**config.mk**
```make
export PLATFORM = sky130hd
export DESIGN_NAME = tcs_hash
export DESIGN_NICKNAME = d
export VERILOG_FILES = /design/src/rtl/tcs_pkg.sv /design/src/rtl/tcs_hash.sv
export SDC_FILE = /design/constraint.sdc
export NUM_CORES = 2
export LEC_CHECK = 0
export BUFFER_PORTS_ARGS = -buffer_cell sky130_fd_sc_hd__buf_2
export CORE_ASPECT_RATIO = 0.75
export CORE_MARGIN = 2
export CORE_UTILIZATION = 49
export CTS_BUF_LIST = sky130_fd_sc_hd__clkbuf_4 sky130_fd_sc_hd__clkbuf_8
export CTS_CLUSTER_DIAMETER = 50
export DETAILED_ROUTE_END_ITERATION = 6
export GPL_TIMING_DRIVEN = 0
export PLACE_DENSITY = 0.65
export SYNTH_ARGS = -nofsm -noshare
export SYNTH_HDL_FRONTEND = slang
export SYNTH_SLANG_ARGS = --single-unit
export TNS_END_PERCENT = 50
```
**constraint.sdc**
```tcl
create_clock -name clk -period 8.8 [get_ports clk]
set_clock_uncertainty 0.1 [all_clocks]
set_input_delay 0.88 -clock clk [delete_from_list [all_inputs] [get_ports clk]]
set_output_delay 0.88 -clock clk [all_outputs]
set_load 0.1 [all_outputs]
```
**src/rtl/tcs_pkg.sv**
```systemverilog
`timescale 1ns / 1ps
`default_nettype none

package tcs_pkg;

    localparam int DefMaxWidth = 1024;
    localparam int DefMaxTrees = 220;
    localparam int MaxDepth    = 1024;
    localparam int RowW        = 11;
    localparam int CoordW      = 10;
    localparam int ScoreW      = 24;
    localparam int HeightW     = 16;
    localparam int CfgIdxW     = 3;
    localparam int CfgDataW    = 32;

    localparam logic [1:0] CmdSample = 2'd0;
    localparam logic [1:0] CmdFetch  = 2'd1;
    localparam logic [1:0] CmdNewMap = 2'd2;

    localparam logic [CfgIdxW-1:0] CfgMapWidth    = 3'd0;
    localparam logic [CfgIdxW-1:0] CfgMapDepth    = 3'd1;
    localparam logic [CfgIdxW-1:0] CfgHashSeed    = 3'd2;
    localparam logic [CfgIdxW-1:0] CfgGroundFloor = 3'd3;
    localparam logic [CfgIdxW-1:0] CfgSlopeLimit  = 3'd4;
    localparam logic [CfgIdxW-1:0] CfgPlacementOn = 3'd5;

    localparam logic [10:0] RstMapWidth    = 11'd64;
    localparam logic [10:0] RstMapDepth    = 11'd64;
    localparam logic [31:0] RstHashSeed    = 32'd0;
    localparam logic [15:0] RstGroundFloor = 16'd46;
    localparam logic [15:0] RstSlopeLimit  = 16'd294;

    localparam logic [ScoreW-1:0] ScoreLimit = 24'd7046430;

    localparam logic [31:0] HashMulX   = 32'h9e3779b1;
    localparam logic [31:0] HashMulZ   = 32'h85ebca77;
    localparam logic [31:0] HashMix1   = 32'h7feb352d;
    localparam logic [31:0] HashMix2   = 32'h846ca68b;
    localparam logic [63:0] HashSaltW  = 64'd10 * 64'hc2b2ae3d;
    localparam logic [31:0] HashSalt   = HashSaltW[31:0];

    localparam int MinTrees  = 8;
    localparam int DivShift  = 26;
    localparam int RecipW    = 21;
    localparam logic [RecipW-1:0] DivRecip = RecipW'(((1 << DivShift) + 54) / 55);

    typedef struct packed {
        logic [ScoreW-1:0] score;
        logic [CoordW-1:0] x;
        logic [CoordW-1:0] z;
    } cell_entry_t;

endpackage

`default_nettype wire

```
**src/rtl/tcs_hash.sv**
```systemverilog
`timescale 1ns / 1ps
`default_nettype none

module tcs_hash
    import tcs_pkg::*;
#(
    parameter int XW = 10
)
(
    input  wire logic              clk,
    input  wire logic              rst_n,
    input  wire logic              start,
    input  wire logic [31:0]       seed,
    input  wire logic [XW-1:0]     cx,
    input  wire logic [CoordW-1:0] cz,
    output logic                   done,
    output logic [ScoreW-1:0]      score
);

    logic [3:0]        vld_reg;
    logic [31:0]       h_reg;
    logic [31:0]       m1_reg;
    logic [31:0]       m2_reg;
    logic [ScoreW-1:0] score_reg;
    logic [31:0]       xm;
    logic [31:0]       zm;
    logic [31:0]       v1;
    logic [31:0]       v2;
    logic [31:0]       v3;

    assign xm = 32'(cx) * HashMulX;
    assign zm = 32'(cz) * HashMulZ;
    assign v1 = h_reg ^ (h_reg >> 16);
    assign v2 = m1_reg ^ (m1_reg >> 15);
    assign v3 = m2_reg ^ (m2_reg >> 16);

    always_ff @(posedge clk or negedge rst_n)
    begin
        if (!rst_n)
        begin
            vld_reg <= '0;
        end
        else
        begin
            vld_reg <= {vld_reg[2:0], start};
        end
    end

    always_ff @(posedge clk)
    begin
        h_reg     <= seed ^ xm ^ zm ^ HashSalt;
        m1_reg    <= v1 * HashMix1;
        m2_reg    <= v2 * HashMix2;
        score_reg <= v3[ScoreW-1:0];
    end

    assign done  = vld_reg[3];
    assign score = score_reg;

endmodule

`default_nettype wire

```
==> run_results.csv <==
group,metric,value,unit
route,vias,19042,
route,first_pass_iters,5,
floorplanning,dieHeight,212.4,um
setup_path,cp.required,9.06,ns
logic_synthesis,synth_edf_count,0,
logic_synthesis,synth_area_per_cell,10.04,sq um
placement,post-dp-hpwl,64.78,mm
layout,final_cell_mix,"inv_1 (821), ha_1 (525), fa_1 (517)",
global_routing,grt_max_degree,17,
placement,gp_congestion,0.9940,
logic_synthesis,synth_nets,3924,
cts,cts_hold_buffers,0,
floorplanning,core-area,57340,sq um
setup_path,worstSetupPathType,"flop to flop",
cts,cts_buffers,17,
logic_synthesis,synth.area.top_cells,"fa_1 (36%), ha_1 (23%), inv_1 (11%)",
cts,ctsResizeCount,0,
timing,final_hold_viol_count,0,
global_routing,antenna_found_initial,6,
layout,drive_gt1_share,4.289,%
cts,clock-sinks,124,
logic_synthesis,synth_top_area_share,36.47,%
timing,rsz0062_at_grt,"false",
global_routing,grt_pass1_vias,20728,
floorplanning,initial_core_util,49.50,%
cts,clkLatencyLatePin,0.49,ns
layout,final_common_cell,"inv_1",
layout,syn2layout_area_growth,6.330,%
logic_synthesis,async_flop_share,3.226,%
global_routing,grt_pass1_wl,116.6,mm
layout,fin_nets,4023,
setup_path,cp-startpoint,"h_reg[17]$_DFF_P_",
logic_synthesis,yosysTopAreaCell,"fa_1",
layout,fillCellCount,5246,
timing,fmax,120.3,MHz
timing,slew_headroom,10.82,%
route,drt-total-wl,72.70,mm
flow_run,drv_cap,0,
cts,htreeDepth,4,
floorplanning,std_cell_rows,76,
setup_path,worst_path_max_delay_cell,"xor2_1",
cts,post_cts_buffers,0,
setup_path,worstPathMaxFanout,12,
logic_synthesis,synth_area,28380,sq um
layout,area.sequential,2502,sq um
timing,period_share,94.50,%
setup_path,r2r_start,"h_reg[17]$_DFF_P_",
outcome,status,"finished, final reports clean",
min_path,hp-class,"input pin to asynchronous set/reset pin",
timing,worst_slew_pin_slew,1.333,ns
timing,fin_crit,8.316,ns
setup_path,startpoint_type,"flop",
floorplanning,dieArea,59880,sq um
layout,postLayoutCoreUtil,52.63,%
global_routing,grt_overflow_total,0,
setup_path,crit_path_end_kind,"flop",
setup_path,cp_cell_sequence,"xor2_1 -> xnor2_1 -> ha_1 -> nor2_1 -> xnor2_1 -> ha_1 -> nand2b_1 -> fa_1 -> fa_1 -> inv_1 -> fa_1 -> fa_1 -> inv_1 -> fa_1 -> fa_1 -> xnor2_1 -> xnor2_1 -> xnor2_1 -> xnor2_1 -> xnor2_1 -> xnor2_1 -> xnor2_1 -> xnor2_1",
route,routedWlPerCell,19.54,um
logic_synthesis,synthCells,2827,
floorplanning,fp.dieW,281.9,um
timing,maxSlewViolCount,0,
timing,finalSetupViolations,0,
cts,cts_tree,"yes",
placement,io_buffers,79,
layout,multiInputGateArea,22810,sq um
logic_synthesis,synth_top_flop_cell,"dfxtp_1",
setup_path,slowest_delay,1.08,ns
route,via_per_inst,5.119,
logic_synthesis,yosysSeqAreaShare,8.817,%
route,drtIter0Drc,1245,
cts,clk_pin_slew,0.09,ns
logic_synthesis,synth-seq-cells,124,
logic_synthesis,yosysUniqueCellTypes,61,
cts,cts_root_buf,"clkbuf_8",
timing,final.setup.tns,0,ns
logic_synthesis,yosysWarnings,0,
route,drc_errors,0,
cts,clockBufferDepth,2,
setup_path,crit_top_cell,"xnor2_1",
setup_path,worstPathArrival,8.58,ns
floorplanning,ios,80,
global_routing,track_usage,26.15,%
route,ant_nets,0,
## cell type report
| cell class | instances | area share [%] |
|---|---|---|
| Multi-Input combinational cell | 1880 | 75.57 |
| Inverter | 822 | 10.22 |
| Sequential cell | 124 | 8.292 |
| Tap cell | 780 | 3.234 |
| Timing Repair Buffer | 80 | 1.360 |
| Clock buffer | 18 | 0.8209 |
| Clock inverter | 13 | 0.4726 |
| Antenna cell | 2 | 0.01658 |
| Buffer | 1 | 0.01244 |
## logic make-up after synthesis
family	count (synthesis)	share of synthesized area [%]
AOI/OAI and AO/OA	283	6.573
xor gates and xnor gates	345	10.69
adders and majority gates	1042	59.61
buffers and inverters	823	10.88
DFF	124	8.817
and+or+nand+nor	210	3.421
## synth_stat cells (2+ instances only)
cell type / n
a21oi_2: 2
a21o_1: 54
o21ai_1: 15
a311oi_1: 2
o31ai_1: 7
a41o_1: 3
xnor2_1: 257
o21bai_1: 14
or3_1: 5
ha_1: 525
a22oi_1: 2
a211o_1: 2
nand2b_1: 10
o211ai_1: 4
o21ai_0: 29
and3_1: 9
fa_1: 517
a221oi_1: 2
nor2b_1: 8
o211a_1: 2
a41oi_1: 2
o21a_1: 10
o41ai_1: 2
nand3_1: 15
dfxtp_1: 120
dfrtp_1: 4
nor3_1: 10
or2_1: 2
a211oi_1: 8
nand4_1: 2
a31oi_1: 12
nor2_1: 73
a31o_2: 2
inv_1: 821
o21ba_2: 2
or2_2: 2
and2_1: 18
o22ai_1: 2
nand2_1: 53
a21oi_1: 91
xor2_1: 87
## final timing paths
| path | cells past startpoint | slack [ns] | endpoint |
|---|---|---|---|
| worst max register to register | 23 | 0.48 | m1_reg[31]$_DFF_P_ |
| worst min register to register | 0 | 0.25 | score[16]$_DFF_P_ |
| worst max-delay path | 23 | 0.48 | m1_reg[31]$_DFF_P_ |
| min in group clk | 0 | 0.25 | score[16]$_DFF_P_ |
| worst min-delay path | 1 | 0.09 | vld_reg[1]$_DFF_PN0_ |
| max in group asynchronous | 1 | 8.40 | vld_reg[2]$_DFF_PN0_ |
## routing by layer
metal | vias to the layer above | part of all wire (%) | GRT usage, %
met5 | - | 0 | 0
met4 | 0 | 1.2 | 3.760
met2 | 584 | 41 | 37.69
met3 | 50 | 9.4 | 6.692
met1 | 9563 | 49 | 40.02
li1 | 8845 | - | -
## per-stage QoR
| stage | hold slack, ns | worst slack [ns] | instance area [sq um] | instances |
|---|---|---|---|---|
| finish | 0.08585 | 0.4843 | 30180 | 3720 |
| global route | 0.05079 | 0.02202 | 30180 | 3719 |
| CTS | 0.04964 | 0.5143 | 30170 | 3718 |
| global placement | 0.2419 | 0.6501 | 29750 | 3686 |
| detailed placement | 0.2378 | 0.5657 | 29780 | 3687 |
| floorplan | 0.2312 | 2.212 | 28380 | 2827 |
## worst max-delay path, delay by kind of cell, from the launching register on
family        cells  cell delay [ns]
buf+inv           2             0.14
fa+ha+maj         8             3.30
simple gates      2             0.40
xor+xnor         11             3.46
flops             1             0.76
Power is left out: the tool's default activity adds up to more than one toggle a clock period on the data nets, which glitch-free logic cannot reach.
